<file path="src/hdl/cdad_pkg.sv">
// Package with the types, constants and calendar functions of the date adder.
package cdad_pkg;

    localparam int ADD_WIDTH = 16;
    localparam int DAYS_W    = 16;
    localparam int XW        = (ADD_WIDTH > 9) ? ADD_WIDTH : 9;
    localparam int AW        = (XW > 14) ? XW : 14;

    localparam logic [XW-1:0] X_MASK = XW'((64'd1 << ADD_WIDTH) - 64'd1);

    localparam logic [13:0] YEAR_MIN  = 14'd1500;
    localparam logic [13:0] YEAR_MAX  = 14'd9999;
    localparam logic [13:0] CYCLE_LEN = 14'd400;
    localparam logic [8:0]  CYCLE_TOP = 9'd399;
    localparam logic [3:0]  MONTH_DEC = 4'd12;
    localparam logic [4:0]  DAY_DEC31 = 5'd31;

    typedef struct packed {
        logic [4:0]        start_day;
        logic [3:0]        start_month;
        logic [13:0]       start_year;
        logic [DAYS_W-1:0] days_to_add;
    } t_req;

    typedef struct packed {
        logic [4:0]  new_day;
        logic [3:0]  new_month;
        logic [13:0] new_year;
        logic        date_invalid;
        logic        year_overflow;
    } t_rsp;

    typedef enum logic [0:0] {
        ALU_ADD,
        ALU_SUB
    } t_alu_op;

    typedef struct packed {
        t_alu_op       op;
        logic [AW-1:0] a;
        logic [AW-1:0] b;
    } t_alu_in;

    typedef struct packed {
        logic [AW-1:0] res;
        logic          borrow;
        logic          zero;
    } t_alu_out;

    typedef enum logic [3:0] {
        S_IDLE,
        S_MOD,
        S_CHECK,
        S_DOY,
        S_REM,
        S_FIRST,
        S_ADDX,
        S_YEAR,
        S_MONTH,
        S_DONE
    } t_state;

    // Leap rule from the year taken modulo 400.
    function automatic logic leap_of(input logic [8:0] r400);
        logic century;
        century = (r400 == 9'd100) || (r400 == 9'd200) || (r400 == 9'd300);
        return (r400[1:0] == 2'b00) && !century;
    endfunction

    function automatic logic [8:0] year_days(input logic leap);
        return leap ? 9'd366 : 9'd365;
    endfunction

    function automatic logic [4:0] month_days(input logic [3:0] m, input logic leap);
        logic [4:0] len;
        unique case (m)
            4'd1, 4'd3, 4'd5, 4'd7, 4'd8, 4'd10, 4'd12: len = 5'd31;
            4'd4, 4'd6, 4'd9, 4'd11:                    len = 5'd30;
            4'd2:                                       len = leap ? 5'd29 : 5'd28;
            default:                                    len = 5'd0;
        endcase
        return len;
    endfunction

endpackage

</file>
<file path="src/hdl/cdad_if.sv">
// Valid/ready channels that carry date requests and results.
interface cdad_req_if;
    import cdad_pkg::*;
    logic valid;
    logic ready;
    t_req data;
    modport source (output valid, output data, input ready);
    modport sink (input valid, input data, output ready);
endinterface

interface cdad_rsp_if;
    import cdad_pkg::*;
    logic valid;
    logic ready;
    t_rsp data;
    modport source (output valid, output data, input ready);
    modport sink (input valid, input data, output ready);
endinterface

</file>
<file path="src/hdl/cdad_alu.sv">
// Shared add and subtract unit with borrow and zero flags.
module cdad_alu (
    input  cdad_pkg::t_alu_in  i_op,
    output cdad_pkg::t_alu_out o_res
);
    import cdad_pkg::*;

    logic [AW:0] sum;

    always_comb begin
        if (i_op.op == ALU_SUB) begin
            sum = {1'b0, i_op.a} - {1'b0, i_op.b};
        end else begin
            sum = {1'b0, i_op.a} + {1'b0, i_op.b};
        end
        o_res.res    = sum[AW-1:0];
        o_res.borrow = (i_op.op == ALU_SUB) && sum[AW];
        o_res.zero   = (sum[AW-1:0] == '0);
    end
endmodule

</file>
<file path="src/hdl/calendar_date_add_days.sv">
// Top level of the date adder: request sequencer, working registers and result register.
// The sequencer reduces the year modulo 400 and checks the date; an invalid date goes
// straight to the result. Otherwise it sums the day of the year month by month, takes
// the days left in the year, and either adds the day count within the year or steps
// year by year (saturating on overflow); the day offset is then split into months.
// It then returns to idle. The modulo, day and month arithmetic goes through the one
// shared add/subtract unit. A new request is taken only when the sequencer is idle; a
// finished result waits in its own register.
module calendar_date_add_days (
    input  logic           i_clk,
    input  logic           i_rst_n,
    cdad_req_if.sink       i_req,
    cdad_rsp_if.source     o_rsp
);
    import cdad_pkg::*;

    t_state        r_state, n_state;
    logic [4:0]    r_d;
    logic [3:0]    r_m, n_m;
    logic [13:0]   r_y, n_y;
    logic [13:0]   r_r400, n_r400;
    logic [XW-1:0] r_x, n_x;
    logic [8:0]    r_doy, n_doy;
    logic [8:0]    r_off, n_off;
    logic [3:0]    r_i, n_i;
    logic          r_bad, n_bad;
    logic          r_ovf, n_ovf;
    logic          r_ov, n_ov;
    t_rsp          r_out, n_out;
    t_alu_in       alu_in;
    t_alu_out      alu_out;
    logic          leap;
    logic [8:0]    r400_inc;
    logic          date_ok;

    cdad_alu u_alu (
        .i_op  (alu_in),
        .o_res (alu_out)
    );

    assign leap     = leap_of(r_r400[8:0]);
    assign r400_inc = (r_r400[8:0] == CYCLE_TOP) ? 9'd0 : r_r400[8:0] + 9'd1;
    assign date_ok  = (r_y >= YEAR_MIN) && (r_y <= YEAR_MAX) && (r_m >= 4'd1) &&
                      (r_m <= MONTH_DEC) && (r_d >= 5'd1) && (r_d <= month_days(r_m, leap));

    assign i_req.ready = (r_state == S_IDLE);
    assign o_rsp.valid = r_ov;
    assign o_rsp.data  = r_out;

    always_ff @(posedge i_clk) begin
        if (!i_rst_n) begin
            r_state <= S_IDLE;
            r_ov    <= 1'b0;
        end else begin
            r_state <= n_state;
            r_ov    <= n_ov;
        end
        r_m    <= n_m;
        r_y    <= n_y;
        r_r400 <= n_r400;
        r_x    <= n_x;
        r_doy  <= n_doy;
        r_off  <= n_off;
        r_i    <= n_i;
        r_bad  <= n_bad;
        r_ovf  <= n_ovf;
        r_out  <= n_out;
        if (i_req.valid && i_req.ready) begin
            r_d <= i_req.data.start_day;
        end
    end

    always_comb begin
        n_state = r_state;
        n_m     = r_m;
        n_y     = r_y;
        n_r400  = r_r400;
        n_x     = r_x;
        n_doy   = r_doy;
        n_off   = r_off;
        n_i     = r_i;
        n_bad   = r_bad;
        n_ovf   = r_ovf;
        n_out   = r_out;
        n_ov    = r_ov && !o_rsp.ready;
        alu_in  = '{op: ALU_SUB, a: AW'(r_x), b: AW'(year_days(leap))};
        unique case (r_state)
            S_IDLE: begin
                if (i_req.valid) begin
                    n_m     = i_req.data.start_month;
                    n_y     = i_req.data.start_year;
                    n_r400  = i_req.data.start_year;
                    n_x     = XW'(i_req.data.days_to_add) & X_MASK;
                    n_bad   = 1'b0;
                    n_ovf   = 1'b0;
                    n_state = S_MOD;
                end
            end
            S_MOD: begin
                alu_in = '{op: ALU_SUB, a: AW'(r_r400), b: AW'(CYCLE_LEN)};
                if (!alu_out.borrow) begin
                    n_r400 = alu_out.res[13:0];
                end else begin
                    n_state = S_CHECK;
                end
            end
            S_CHECK: begin
                n_doy = 9'(r_d);
                n_i   = 4'd1;
                if (date_ok) begin
                    n_state = S_DOY;
                end else begin
                    n_bad   = 1'b1;
                    n_state = S_DONE;
                end
            end
            S_DOY: begin
                alu_in = '{op: ALU_ADD, a: AW'(r_doy), b: AW'(month_days(r_i, leap))};
                if (r_i < r_m) begin
                    n_doy = alu_out.res[8:0];
                    n_i   = r_i + 4'd1;
                end else begin
                    n_state = S_REM;
                end
            end
            S_REM: begin
                alu_in  = '{op: ALU_SUB, a: AW'(year_days(leap)), b: AW'(r_doy)};
                n_off   = alu_out.res[8:0];
                n_state = S_FIRST;
            end
            S_FIRST: begin
                alu_in = '{op: ALU_SUB, a: AW'(r_x), b: AW'(r_off)};
                if (alu_out.borrow || alu_out.zero) begin
                    n_state = S_ADDX;
                end else begin
                    n_x     = alu_out.res[XW-1:0];
                    n_y     = r_y + 14'd1;
                    n_r400  = 14'(r400_inc);
                    n_state = S_YEAR;
                end
            end
            S_ADDX: begin
                alu_in  = '{op: ALU_ADD, a: AW'(r_doy), b: AW'(r_x)};
                n_off   = alu_out.res[8:0];
                n_i     = 4'd1;
                n_state = S_MONTH;
            end
            S_YEAR: begin
                n_i = 4'd1;
                if (r_y > YEAR_MAX) begin
                    n_ovf   = 1'b1;
                    n_state = S_DONE;
                end else if (!alu_out.borrow && !alu_out.zero) begin
                    n_x    = alu_out.res[XW-1:0];
                    n_y    = r_y + 14'd1;
                    n_r400 = 14'(r400_inc);
                end else begin
                    n_off   = r_x[8:0];
                    n_state = S_MONTH;
                end
            end
            S_MONTH: begin
                alu_in = '{op: ALU_SUB, a: AW'(r_off), b: AW'(month_days(r_i, leap))};
                if ((r_i < MONTH_DEC) && !alu_out.borrow && !alu_out.zero) begin
                    n_off = alu_out.res[8:0];
                    n_i   = r_i + 4'd1;
                end else begin
                    n_state = S_DONE;
                end
            end
            S_DONE: begin
                if (!r_ov || o_rsp.ready) begin
                    n_ov                = 1'b1;
                    n_out.date_invalid  = r_bad;
                    n_out.year_overflow = r_ovf;
                    if (r_bad) begin
                        n_out.new_day   = 5'd0;
                        n_out.new_month = 4'd0;
                        n_out.new_year  = 14'd0;
                    end else if (r_ovf) begin
                        n_out.new_day   = DAY_DEC31;
                        n_out.new_month = MONTH_DEC;
                        n_out.new_year  = YEAR_MAX;
                    end else begin
                        n_out.new_day   = r_off[4:0];
                        n_out.new_month = r_i;
                        n_out.new_year  = r_y;
                    end
                    n_state = S_IDLE;
                end
            end
            default: begin
                n_state = S_IDLE;
            end
        endcase
    end

    a_ovf_sat: assert property (@(posedge i_clk) disable iff (!i_rst_n)
        (r_ov && r_out.year_overflow) |->
        (r_out.new_year == YEAR_MAX && !r_out.date_invalid))
        else $error("overflowed result is not saturated");

    a_bad_zero: assert property (@(posedge i_clk) disable iff (!i_rst_n)
        (r_ov && r_out.date_invalid) |->
        (r_out.new_day == 5'd0 && r_out.new_month == 4'd0 && r_out.new_year == 14'd0))
        else $error("invalid date gives non-zero result");

    a_month_rng: assert property (@(posedge i_clk) disable iff (!i_rst_n)
        (r_state == S_MONTH) |-> (r_i >= 4'd1 && r_i <= MONTH_DEC && r_y <= YEAR_MAX))
        else $error("month step out of range");

    a_cycle_rng: assert property (@(posedge i_clk) disable iff (!i_rst_n)
        (r_state == S_YEAR || r_state == S_MONTH) |-> (r_r400 < CYCLE_LEN))
        else $error("year cycle position out of range");

    a_no_accept_busy: assert property (@(posedge i_clk) disable iff (!i_rst_n)
        (r_state != S_IDLE && r_state != S_MOD) |=> (r_state != S_MOD))
        else $error("new request taken while busy");
endmodule

</file>
<file path="src/flat_wrapper.sv">
// flat-port wrapper written by rule: the top's interface ports become plain ports
module calendar_date_add_days_flat import cdad_pkg::*;
  (i_clk, i_rst_n, i_req_valid, i_req_data, i_req_ready, o_rsp_valid, o_rsp_data, o_rsp_ready);
  cdad_req_if i_req_i ();
  cdad_rsp_if o_rsp_i ();
  input  logic i_clk;
  input  logic i_rst_n;
  input wire logic [$bits(i_req_i.valid)-1:0] i_req_valid;
  input wire logic [$bits(i_req_i.data)-1:0] i_req_data;
  output wire logic [$bits(i_req_i.ready)-1:0] i_req_ready;
  output wire logic [$bits(o_rsp_i.valid)-1:0] o_rsp_valid;
  output wire logic [$bits(o_rsp_i.data)-1:0] o_rsp_data;
  input wire logic [$bits(o_rsp_i.ready)-1:0] o_rsp_ready;
  assign i_req_i.valid = i_req_valid;
  assign i_req_i.data = i_req_data;
  assign i_req_ready = i_req_i.ready;
  assign o_rsp_valid = o_rsp_i.valid;
  assign o_rsp_data = o_rsp_i.data;
  assign o_rsp_i.ready = o_rsp_ready;
  calendar_date_add_days u_core (.i_clk(i_clk), .i_rst_n(i_rst_n), .i_req(i_req_i), .o_rsp(o_rsp_i));
endmodule
</file>
<file path="config.mk">
export PLATFORM = sky130hd
export DESIGN_NAME = calendar_date_add_days_flat
export DESIGN_NICKNAME = d
export VERILOG_FILES = /design/src/hdl/cdad_pkg.sv /design/src/hdl/cdad_if.sv /design/src/hdl/cdad_alu.sv /design/src/hdl/calendar_date_add_days.sv /design/src/flat_wrapper.sv
export SDC_FILE = /design/constraint.sdc
export NUM_CORES = 1
export LEC_CHECK = 0
export BUFFER_PORTS_ARGS = -buffer_cell sky130_fd_sc_hd__buf_2
export CAP_MARGIN = 30
export CORE_UTILIZATION = 45
export CTS_BUF_LIST = sky130_fd_sc_hd__clkbuf_4 sky130_fd_sc_hd__clkbuf_8
export CTS_CLUSTER_DIAMETER = 200
export DETAILED_ROUTE_END_ITERATION = 8
export GPL_ROUTABILITY_DRIVEN = 0
export SETUP_SLACK_MARGIN = 0.05
export SLEW_MARGIN = 20
export SYNTH_ARGS = -nofsm -noshare
export SYNTH_HDL_FRONTEND = slang
export SYNTH_SLANG_ARGS = --single-unit
</file>
<file path="constraint.sdc">
create_clock -name i_clk -period 7.55 [get_ports i_clk]
set_input_delay 0.3775 -clock i_clk [delete_from_list [all_inputs] [get_ports i_clk]]
set_output_delay 0.3775 -clock i_clk [all_outputs]
set_load 0.05 [all_outputs]
</file>
Yosys cells after proc, flatten, opt, wreduce, memory -nomap -nowiden
Index checks and enable logic that the tools add are counted.
{"block": "op_classes", "addsub": 5, "order_cmp": 9, "eq_ne": 52, "mux": 49, "reduce_logical": 48}
{"op": "$pmux 33 s6", "n": 1}
{"op": "$mux 14", "n": 8}
{"op": "$mux 16", "n": 4}
{"op": "$pmux 14 s4", "n": 1}
{"op": "$eq 4x3->1 const B", "n": 12}
{"op": "$eq 4x4->1 const B", "n": 12}
{"op": "$pmux 16 s3", "n": 1}
{"op": "$mux 9", "n": 5}
{"op": "$pmux 14 s3", "n": 1}
{"op": "$mux 4", "n": 10}
{"op": "$pmux 4 s10", "n": 1}
{"op": "$pmux 5 s3", "n": 2}
{"op": "$pmux 9 s3", "n": 1}
{"op": "$eq 4x2->1 const B", "n": 6}
{"op": "$mux 23", "n": 1}
{"op": "$eq 9x9->1 const B", "n": 2}
{"op": "$pmux 9 s2", "n": 1}
{"op": "$add 16x16->17", "n": 1}
{"op": "$mux 17", "n": 1}
{"op": "$sub 16x16->17", "n": 1}
{"op": "$logic_not 16->1", "n": 1}
{"op": "$ne 2x2->1 const B", "n": 8}
{"op": "$add 14x1->14 const B", "n": 1}
{"op": "$ge 14x11->1 const B", "n": 1}
{"op": "36 further kinds", "n": 80}
{"block": "word_totals", "ff_bits": 107, "input_bits": 43, "output_inout_bits": 27}

Longest topological paths before layout
{"block": "depth", "depth_word": 16, "ltp_mapped": 26}

Cells and area by module
From an unflattened synthesis, not the netlist that was laid out.
{"block": "hier_totals", "cells_unflattened": 773, "hier_area_um2": 7176.9}
{"module": "calendar_date_add_days", "n_inst": 1, "cells_each": 618, "area_per_inst_um2": 6080.8}
{"module": "cdad_alu", "n_inst": 1, "cells_each": 155, "area_per_inst_um2": 1096.1}

Worst setup path after synthesis
Ideal clock, no wire load.
{"block": "synth_path", "path_kind": "register to register", "start": "register u_core.r_i[0]", "end": "register u_core.r_x[0] (enable)", "arrival_ns": 5.820, "required_time_ns": 7.123, "slack_ns": 1.303, "path_stages_with_launch": 26, "path_buffers": 1, "period_less_slack_ns": 6.247, "cell_sequence": "edfxtp_1 -> inv_1 -> ha_1 -> or3_1 -> a21oi_1 -> a21oi_1 -> a22oi_1 -> nand2_1 -> inv_1 -> ha_1 -> nand3b_1 -> or3_1 -> nor3b_1 -> xnor2_1 -> a21boi_1 -> ha_1 -> buf_2 -> o21ai_1 -> a211oi_1 -> o32ai_1 -> nor3_1 -> a221oi_2 -> nand4_1 -> a21o_1 -> nand2_1 -> a21oi_1"}
{"block": "synth_between", "elab_chain_cells": 11, "word_cells_on_any_way": 28, "cone_classes": "add/sub (2); eq/ne (14); mux (3); reduce/logical (9)"}
{"item": "start, declared", "line_no": "calendar_date_add_days.sv:25", "source": "logic [3:0] r_i, n_i;"}
{"item": "start signal, assigned", "line_no": "calendar_date_add_days.sv:64", "source": "r_i <= n_i;"}
{"item": "$eq 4x1->1, or another cell as far along", "line_no": "cdad_pkg.sv:76", "source": "unique case (m)"}
{"item": "$reduce_or 7->1 / $reduce_or 4->1 (equally long branches)", "line_no": "cdad_pkg.sv:76"}
{"item": "$pmux 5 s3 (*)", "line_no": "cdad_pkg.sv:76"}
{"item": "$pmux 33 s6 (*)", "line_no": "calendar_date_add_days.sv:87", "source": "unique case (r_state)"}
{"item": "$add 16x16->17 / $sub 16x16->17 (equally long branches)", "line_no": "cdad_alu.sv:14, cdad_alu.sv:12"}
{"item": "$mux 17 (*)", "line_no": "cdad_alu.sv:11", "source": "if (i_op.op == ALU_SUB) begin"}
{"item": "$logic_not 16->1 / $logic_and 1x1->1 (equally long branches)", "line_no": "cdad_alu.sv:18, cdad_alu.sv:17"}
{"item": "$logic_not 1->1 (on tied branches)"}
{"item": "$logic_and 1x1->1", "line_no": "calendar_date_add_days.sv:153", "source": "end else if (!alu_out.borrow && !alu_out.zero) begin"}
{"item": "$ne 2x1->1 (no source line)"}
{"item": "$reduce_and 5->1 (no source line) (*)"}
{"item": "end signal, assigned", "line_no": "calendar_date_add_days.sv:61", "source": "r_x <= n_x;"}
{"item": "end, declared", "line_no": "calendar_date_add_days.sv:22", "source": "logic [XW-1:0] r_x, n_x;"}
Mark *: on every way between the ends. The rest lies on a longest branch, timed or not.
A chain may end at the register's enable or synchronous reset.

Worst setup path in the final report
{"block": "layout_path", "start": "register u_core.r_state[1]", "end": "register u_core.r_y[12] (enable)"}
{"block": "layout_between", "elab_chain_cells": 9, "word_cells_on_any_way": 24, "cone_classes": "add/sub (2); eq/ne (11); mux (2); reduce/logical (9)"}
{"item": "start, declared", "line_no": "calendar_date_add_days.sv:17", "source": "t_state r_state, n_state;"}
{"item": "start signal, assigned", "line_no": "calendar_date_add_days.sv:55", "source": "r_state <= n_state;"}
{"item": "$eq 4x4->1, or another cell as far along", "line_no": "calendar_date_add_days.sv:87"}
{"item": "$pmux 33 s6", "line_no": "calendar_date_add_days.sv:87"}
{"item": "$add 16x16->17 / $sub 16x16->17 (equally long branches)", "line_no": "cdad_alu.sv:14, cdad_alu.sv:12"}
{"item": "$mux 17", "line_no": "cdad_alu.sv:11"}
{"item": "$logic_not 16->1 / $logic_and 1x1->1 (equally long branches)", "line_no": "cdad_alu.sv:18, cdad_alu.sv:17"}
{"item": "$logic_not 1->1 (on tied branches)"}
{"item": "$logic_and 1x1->1", "line_no": "calendar_date_add_days.sv:153"}
{"item": "$ne 2x1->1 (no source line)"}
{"item": "$reduce_and 5->1 (no source line) (*)"}
{"item": "end signal, assigned", "line_no": "calendar_date_add_days.sv:59", "source": "r_y <= n_y;"}
{"item": "end, declared", "line_no": "calendar_date_add_days.sv:20", "source": "logic [13:0] r_y, n_y;"}
Marked as above.

==> results.toml <==
[status]
status = "finished clean"

[clocking]
post-cts-setup-buffers = 0
clock-root-buffer = "clkbuf_8"
hold_buffers = 0
clockBufferDepth = 2
cts_sinks = 107
clk_latency_ps = 390
cts_buffers = 9
cts_tree = "built"
htree_levels = 3
clk_pin_slew_ps = 120
cts-resized-gates = 0

[synthesis]
ys_ff_latch = 107
syn_nets = 910
async_reset_ff_share_pct = 0
ys_seq_area_share_pct = 42.11
yosys-top-cells-area = "edfxtp_1 (41%), nand2_1 (5.8%), ha_1 (5.5%)"
synth_edf_count = 102
syn_area_sq_um = 7511
yosysUniqueCellTypes = 76
synth_area_leader_cell = "edfxtp_1"
avgSynthCellArea_sq_um = 9.017
synth_ff_type = "edfxtp_1"
synth_top_area_share_pct = 40.78
syn_inst = 833
yosysWarnings = 0

[hold_path]
hold-path-endpoint = "u_core.r_m[0]"
hp-start = "i_req_data[30]"
hold_depth = 1
min_path_type = "primary input to flop"

[setup_path]
r2r_slack_ps = 1010
crit_type = "flop to flop"
crit_fanout = 23
slowest_stage = "o21ai_0"
crit_path_max_incr_delay_ps = 630
cp.required_ps = 7630
path_buf_inv = 3
timing.rr.start = "u_core.r_state[1]"
worst_r2r_endpoint = "u_core.r_y[12]"
arrival_ps = 6630
ff2ff_path_depth = 23
end_kind = "flop"
path_delay_family = "compound AO/OA/AOI/OAI gates"
crit_path_start_kind = "flop"
path_cells = "buf_4 -> or4b_4 -> o31a_4 -> a221oi_4 -> nand2_1 -> and2_1 -> inv_1 -> ha_1 -> nand3b_1 -> or3_1 -> nor3b_1 -> xnor2_1 -> a21boi_1 -> ha_1 -> o21a_1 -> o21ai_0 -> a21oi_1 -> o31ai_2 -> o21ai_0 -> a21o_1 -> nand2_1 -> a21oi_2 -> buf_4"

[sta]
rsz0062_at_grt = "no"
tns_ps = 0
fin_crit_sh_pct = 86.66
fin_skew_ps = 16.25
max_slew_margin_pct = 38.94
report.final.slew_viol_count = 0
fin_crit_ps = 6543
tightest_slew_ps = 908.9
hold_viol_final = 0
setup_violations = 0
fmax_mhz = 152.8

[layout]
final_nets = 964
fillers = 1557
antenna_cells = 0
drive_gt1_share_pct = 14.01
syn2layout_area_growth_pct = 10.54
final_util_pct = 51.52

[placed_design]
hpwlAfterDp_microns = 16630
port_buffers = 69

[floorplanning]
fp-row-count = 46
start_util_pct = 46.61
dieWidth_microns = 131.2
die_area_sq_um = 17210
die_y_microns = 131.2
core_sq_um = 16120
io-pin-count = 70

[global_routing]
grt_usage_pct = 25.87
grt_start_max_net_pins = 61
antenna_found_initial = 0
overflow = 0
grt_pass1_vias = 6566
grt_pass1_wl_microns = 35220

[routing]
wl_per_cell_microns = 19.57
drt_iter0_markers = 685
vias = 6625
drt_wl_total_microns = 21690
viasPerCell = 5.979
firstDrtPassIters = 7
drc = 0
ant_nets = 0

[job]
drv_cap = 0
## layout make-up
cell class | count | area, sq um | share of cell area (%)
well taps | 216 | 270.3 | 3.255
multi-input cells | 657 | 4078 | 49.11
repair buffers | 86 | 470.5 | 5.666
clock inverters | 7 | 100.1 | 1.206
flip-flops and latches | 107 | 3163 | 38.10
clock buffers | 9 | 123.9 | 1.492
inverters | 26 | 97.59 | 1.175
## worst max-delay path by stage
stage	start	end	slack [ps]	cells after the start
6_report	u_core.r_state[1]	u_core.r_y[12]	1010	23
5_1_grt	u_core.r_state[1]	u_core.r_off[5]	710	23
4_1_cts	u_core.r_state[1]	u_core.r_off[5]	1150	23
3_5_place_dp	u_core.r_state[1]	u_core.r_y[11]	1190	23
3_3_place_gp	u_core.r_state[1]	u_core.r_y[4]	1260	23
2_1_floorplan	u_core.r_i[0]	u_core.r_x[0]	1300	25
## metal layers
| metal | global-route usage (%) | part of all wire [%] | vias up |
|---|---|---|---|
| met1 | 33.84 | 43 | 3155 |
| li1 | - | - | 3173 |
| met4 | 9.869 | 2.2 | 0 |
| met3 | 4.205 | 6.5 | 37 |
| met5 | 0 | 0 | - |
| met2 | 42.79 | 48 | 260 |
## flip-flops by register name, indices dropped and copies added, names as in the netlist
| signal | flops |
|---|---|
| u_core.r_m | 4 |
| u_core.r_d | 5 |
| u_core.o_rsp.data | 25 |
| u_core.o_rsp.valid | 1 |
| u_core.r_state | 4 |
| u_core.r_r400 | 14 |
| u_core.r_bad | 1 |
| u_core.r_off | 9 |
| u_core.r_doy | 9 |
| u_core.r_y | 14 |
| u_core.r_i | 4 |
| u_core.r_x | 16 |
| u_core.r_ovf | 1 |
## logic make-up (layout without fill, tap and decap cells)
group           after synthesis  in the layout  share of synthesized area [%]
compound gates              248            248                          21.89
xor+xnor                     40             40                          4.664
fa+ha+maj                    34             34                          5.764
buf+inv                      69            128                          3.781
flops                       107            107                          42.11
mux                           8              8                          1.066
simple gates                327            327                          20.72
## cell usage in the layout, fill, tap and decap left out, types with 10 or more instances in the layout
master,n
xor2_1,23
buf_2,69
nor2b_1,13
xnor2_1,17
buf_4,16
a21oi_1,51
nor2_1,82
nand2_1,117
and2_1,13
a21o_1,10
ha_1,33
edfxtp_1,102
nand3_1,23
a22oi_1,11
inv_1,25
nor3_1,14
o21ai_0,75
nand4_1,10
## metrics by stage
step                std cells  hold WS [ps]  worst slack, ps  instance area, sq um
floorplan                 833         424.4             1303                  7511
global placement         1091         557.9             1260                  8074
detailed placement       1091         555.6             1188                  8074
CTS                      1107         123.6             1155                  8298
global route             1108         113.4            705.7                  8303
finish                   1108         146.8             1007                  8303
## synthesized netlist by cell type (3+ instances only)
cell type and n:
dfxtp_1 5, nand4_1 10, a222oi_1 3, o22a_1 3
a211oi_1 8, buf_2 11, a31oi_1 7, o211a_1 3
xnor2_1 17, or2_2 4, o21ai_1 9, or3_1 8
o22ai_1 4, nor4_1 4, edfxtp_1 102, a21oi_1 52
and3_1 9, o21ai_0 75, nand2_1 117, nand3b_1 3
xor2_1 23, a22oi_1 11, nand2b_1 9, nand3_1 23
a22o_1 5, nor2b_1 13, ha_1 33, inv_1 25
a21boi_1 3, and2_1 13, o21a_1 8, nor2_1 82
nor4bb_1 3, a21o_1 10, a21oi_2 5, clkbuf_1 28
mux2i_1 8, o221ai_1 4, o211ai_1 6, nor3_1 15
o41ai_1 3
Power is left out: the tool's default activity adds up to more than one toggle a clock period on the data nets, which glitch-free logic cannot reach.
